<file path="config.mk">
export PLATFORM = sky130hd
export DESIGN_NAME = ffra_alu
export DESIGN_NICKNAME = d
export VERILOG_FILES = /design/src/hdl/ffra_pkg.sv /design/src/hdl/ffra_alu.sv
export SDC_FILE = /design/constraint.sdc
export NUM_CORES = 1
export LEC_CHECK = 0
export ABC_AREA = 1
export BUFFER_PORTS_ARGS = -buffer_cell sky130_fd_sc_hd__buf_4
export CORE_MARGIN = 3
export CORE_UTILIZATION = 60
export DETAILED_ROUTE_END_ITERATION = 10
export PLACE_DENSITY = 0.86
export SYNTH_ARGS = -nofsm -noshare
export SYNTH_HDL_FRONTEND = slang
export SYNTH_SLANG_ARGS = --single-unit
</file>
<file path="constraint.sdc">
create_clock -name vclk -period 8.4
set_clock_uncertainty 0.15 [all_clocks]
set_input_delay 1.68 -clock vclk [all_inputs]
set_output_delay 1.68 -clock vclk [all_outputs]
set_load 0.02 [all_outputs]
</file>
<file path="src/hdl/ffra_pkg.sv">
// ----------------------------------------------------------------------------
// ffra_pkg
// Shared types and constants for the first-fit region allocator.
// ----------------------------------------------------------------------------
`default_nettype none

package ffra_pkg;

    localparam int FREE_ENTRIES = 128;
    localparam int USED_ENTRIES = 128;
    localparam int FW           = $clog2(FREE_ENTRIES);
    localparam int UW           = $clog2(USED_ENTRIES);
    localparam int ENTRY_W      = 64;   // {base, size}

    localparam logic [31:0] LOW_MEM_END   = 32'd655360;
    localparam logic [31:0] GRAIN         = 32'd1024;
    localparam logic [31:0] MAX_ROUNDABLE = 32'hFFFF_FC00;
    localparam logic [31:0] ALL_ONES      = 32'hFFFF_FFFF;

    localparam logic [31:0] RST_TOTAL_MEMORY = 32'd16777216;
    localparam logic [19:0] RST_RESERVED_LOW  = 20'd262144;
    localparam logic [20:0] RST_RESERVED_HIGH = 21'd393216;

    typedef enum logic [2:0] {
        KIND_INIT   = 3'd0,
        KIND_ALLOC  = 3'd1,
        KIND_FREE   = 3'd2,
        KIND_RESIZE = 3'd3,
        KIND_MERGE  = 3'd4
    } t_kind;

    typedef enum logic [1:0] {
        CFG_TOTAL_MEMORY  = 2'd0,
        CFG_RESERVED_LOW  = 2'd1,
        CFG_RESERVED_HIGH = 2'd2
    } t_cfg_idx;

    typedef enum logic {
        ALU_ADD = 1'b0,
        ALU_SUB = 1'b1
    } t_alu_op;

    typedef enum logic [4:0] {
        ST_IDLE,
        ST_INIT0,
        ST_INIT1,
        ST_FRD,
        ST_FCHK,
        ST_USLOT,
        ST_URD,
        ST_UCHK,
        ST_FSLOT,
        ST_AWR,
        ST_FRWR,
        ST_GROW_WR,
        ST_SHR_WR,
        ST_MI_RD,
        ST_MI_CHK,
        ST_MJ_RD,
        ST_MJ_CHK,
        ST_TOT_F,
        ST_TOT_U,
        ST_DONE
    } t_state;

endpackage

`default_nettype wire

</file>
<file path="src/hdl/ffra_alu.sv">
// ----------------------------------------------------------------------------
// ffra_alu
// Shared 32-bit saturating add/subtract unit; the flag is carry or borrow.
// ----------------------------------------------------------------------------
`default_nettype none

module ffra_alu (
    input  wire logic             [31:0] i_a,
    input  wire logic             [31:0] i_b,
    input  wire ffra_pkg::t_alu_op       i_op,
    output logic                  [31:0] o_res,
    output logic                         o_flag
);

    logic [32:0] sum;
    logic [32:0] diff;

    assign sum  = {1'b0, i_a} + {1'b0, i_b};
    assign diff = {1'b0, i_a} - {1'b0, i_b};

    always_comb begin
        if (i_op == ffra_pkg::ALU_SUB) begin
            o_flag = diff[32];
            o_res  = diff[32] ? 32'd0 : diff[31:0];
        end else begin
            o_flag = sum[32];
            o_res  = sum[32] ? ffra_pkg::ALL_ONES : sum[31:0];
        end
    end

endmodule

`default_nettype wire

</file>
# [After elaboration in Yosys (flattened, before gate mapping)]
# Index checks and enable logic that the tools add are counted.
[op_classes] n_mux=4 n_addsub=2
[op_table] op="$mux W32" count=3
[op_table] op="$add A32 B32 Y33" count=1
[op_table] op="$sub A32 B32 Y33" count=1
[op_table] op="$mux W1" count=1
[word_totals] output_inout_bits=33 inputBits=65 ff_bits=0

# [Logic depth before layout (Yosys ltp)]
[logic_depth] word_depth=3 mapped_depth=17 depth_no_buf=16

# [Least setup slack after synthesis]
# OpenSTA, ideal clock, no wires.
[synth_timing] path_kind="input port to output port" from="in i_a[0]" to="out o_res[3]" arrival_ns=3.545 path_buffers=0 slack_ns=3.025 t_required_ns=6.570 cell_stages=14 path_cell_list="inv_1 > ha_1 > fa_1 > inv_1 > nand2_2 > o21ai_4 > nand2_2 > nand2_4 > nand2_2 > nand2_4 > nand2_4 > nand2_2 > nand2_1 > o21ai_0"
[synth_via] elab_chain_cells=3 elab_cells_between_ends=5
[synth_lines] element="start: declaration" line="ffra_alu.sv:8" rtl="input wire logic [31:0] i_a,"
[synth_lines] element="$add A32 B32 Y33 or $sub A32 B32 Y33 (tied branches)" line="ffra_alu.sv:18, ffra_alu.sv:19"
[synth_lines] element="$mux W32 (on tied branches)" line="ffra_alu.sv:27, ffra_alu.sv:24"
[synth_lines] element="$mux W32 *" line="ffra_alu.sv:22" rtl="if (i_op == ffra_pkg::ALU_SUB) begin"
[synth_lines] element="end: declaration" line="ffra_alu.sv:11" rtl="output logic [31:0] o_res,"
# Mark *: on every way between the ends. The rest lies on a longest branch, timed or not.

# [Final worst setup path]
[layout_timing] from="in i_a[0]" to="out o_res[24]"
# Same word-level chain as after synthesis.

==> flow_summary.toml <==
[clock_network]
cts_hold_buffers = 0
post-cts-setup-buffers = 0
cts_resized = 0

[sta]
hold_viol = 0
max_slew_margin_pct = 41.9
timing.fmax_mhz = 164
post-route-period-util_pct = 72.4
tightest_slew_ns = 0.869
setup_tns_ns = 0
setup-violations-final = 0
rsz0062_at_grt = "no"
maxSlewViolCount = 0
worst_slack_ns = 2.32
whs_ns = 3.64
fin_crit_ns = 6.08

[routing]
vias_per_cell = 5.46
first_iter_violations = 485
first_pass_iters = 5
wl_um = 18300
antenna_left = 0
vias = 6858
wl_per_cell_um = 14.6
drcViolationCount = 0

[synthesis]
synth_top_area_cell = "nand2_1"
ys_warn_count = 0
synth_cells = 1074
synth_area_um2 = 5550
synth_cell_types = 38
yosysTopAreaCellShare_pct = 24.7
synth.yosys.seq_area_share_pct = 0
synth_top_cells_by_area = "nand2_1 (25%), ha_1 (15%), inv_1 (14%)"
synth_nets = 1206
synth_area_per_cell_um2 = 5.17

[placed_design]
hpwl_um = 15800
dp_cells = 1255
place_ws_ns = 2.36
portBuffers = 98
gp_congestion = 1.00

[worst_setup_path]
cp_cell_sequence = "buf_4, inv_1, ha_1, fa_1, inv_1, nand2_2, o21ai_4, nand2_2, nand2_4, nand2_2, nand2_4, nand2_4, a21oi_4, nand3_1, nand2_1, buf_4"
crit_fanout = 20
arrival_ns = 4.25
crit_type = "primary input to output port"
end_kind = "output port"
start_kind = "primary input"
max_stage_delay_ns = 0.69
crit_path_top_delay_cell = "a21oi_4"
worstPathRequired_ns = 6.57

[status]
status = "finished, final reports clean"

[layout]
instances_no_fill = 1255
seq_cells = 0
fin_nets = 1281
seq_area_um2 = 0
antennaDiodeCount = 0
clock_buffers = 0
area_growth_pct = 12.4
final_util_pct = 70.5
drive_gt1_share_pct = 15.5

[global_routing]
track_usage_pct = 34.7
first_global_vias = 6226
grt_start_max_net_pins = 36
overflow = 0
antenna_found_initial = 0
grt_pass1_wl_um = 29200

[job]
max-cap-violations = 0

[floorplanning]
die_h_um = 102
die_x_um = 102
num_io_pins = 98
initial_core_util_pct = 62.7
die_area_um2 = 10400
num_rows = 34
core_area_um2 = 8850

[hold_path]
hold_class = "primary input to output port"

[pwr]
ir_drop_mv = 0.0476
power_density_nw_per_um2 = 81.6
p_leak_nw = 3.83
[through the flow]
stage	power, mW	cell area, um2
floorplan	0.350	5550
global placement	0.492	6230
detailed placement	0.497	6230
CTS	0.499	6230
global route	0.558	6230
finish	0.509	6230
[Yosys cell counts (all sizes together)]
library cell	instances
nor4	2
a21oi	60
clkinv	1
inv	228
clkbuf	1
nand3b	1
and2	2
o21ai	58
xnor2	1
a31oi	2
nand3	75
nand2	385
fa	2
o21a	2
and3	1
xor2	28
o21bai	6
nor3b	1
nor3	9
nor2	100
buf	25
nand4	19
ha	65
[area by class of cell]
cell class                 instances  area [um2]
inverter                         229         860
fill                             931        2610
tap                              108         135
timing repair buffer              99         743
multi-input combinational        819        4500
[path summary, 6_finish.rpt]
kind,slack (ns),endpoint,start,depth (start not counted)
max,2.32,o_res[24],i_a[0],16
min,3.64,o_res[0],i_b[0],4
[power breakdown]
part	switching [mW]	leakage (nW)	internal, mW
Clock	0	0	0
Combinational	0.332	3.83	0.177
Sequential	0	0	0
[worst max-delay path, delay by kind of cell]
family / cells / cell delay (ns)
AO/OA/AOI/OAI: 2 / 0.88
buffers and inverters: 4 / 0.35
adder cells (fa/ha/maj): 2 / 0.57
AND/OR/NAND/NOR: 8 / 0.77
[cells by family after synthesis]
logic type      share of synthesized area [%]
simple gates                             47.8
xor+xnor                                 4.58
compound gates                           13.2
fa+ha+maj                                15.4
buf+inv                                  19.0
[per-layer routing]
layer  vias up  global-route usage (%)  part of all wire, %
li1       3434                       -                    -
met1      3055                    47.8                   43
met2       332                    57.5                   45
met3        37                    4.91                  9.7
met4         0                    7.37                  2.3
met5         -                       0                    0
[placed cells by master, fill, tap and decap left out, drive strengths merged]
master / instances
a31oi: 2
nand3: 75
nand2: 385
nor2: 100
nand4: 19
o21ai: 58
buf: 99
nor3b: 1
nor4: 2
xnor2: 1
a21oi: 60
ha: 65
o21bai: 6
inv: 228
fa: 2
xor2: 28
and2: 2
and3: 1
nand3b: 1
clkinv: 1
nor3: 9
o21a: 2
(Power assumes the default switching activity.)
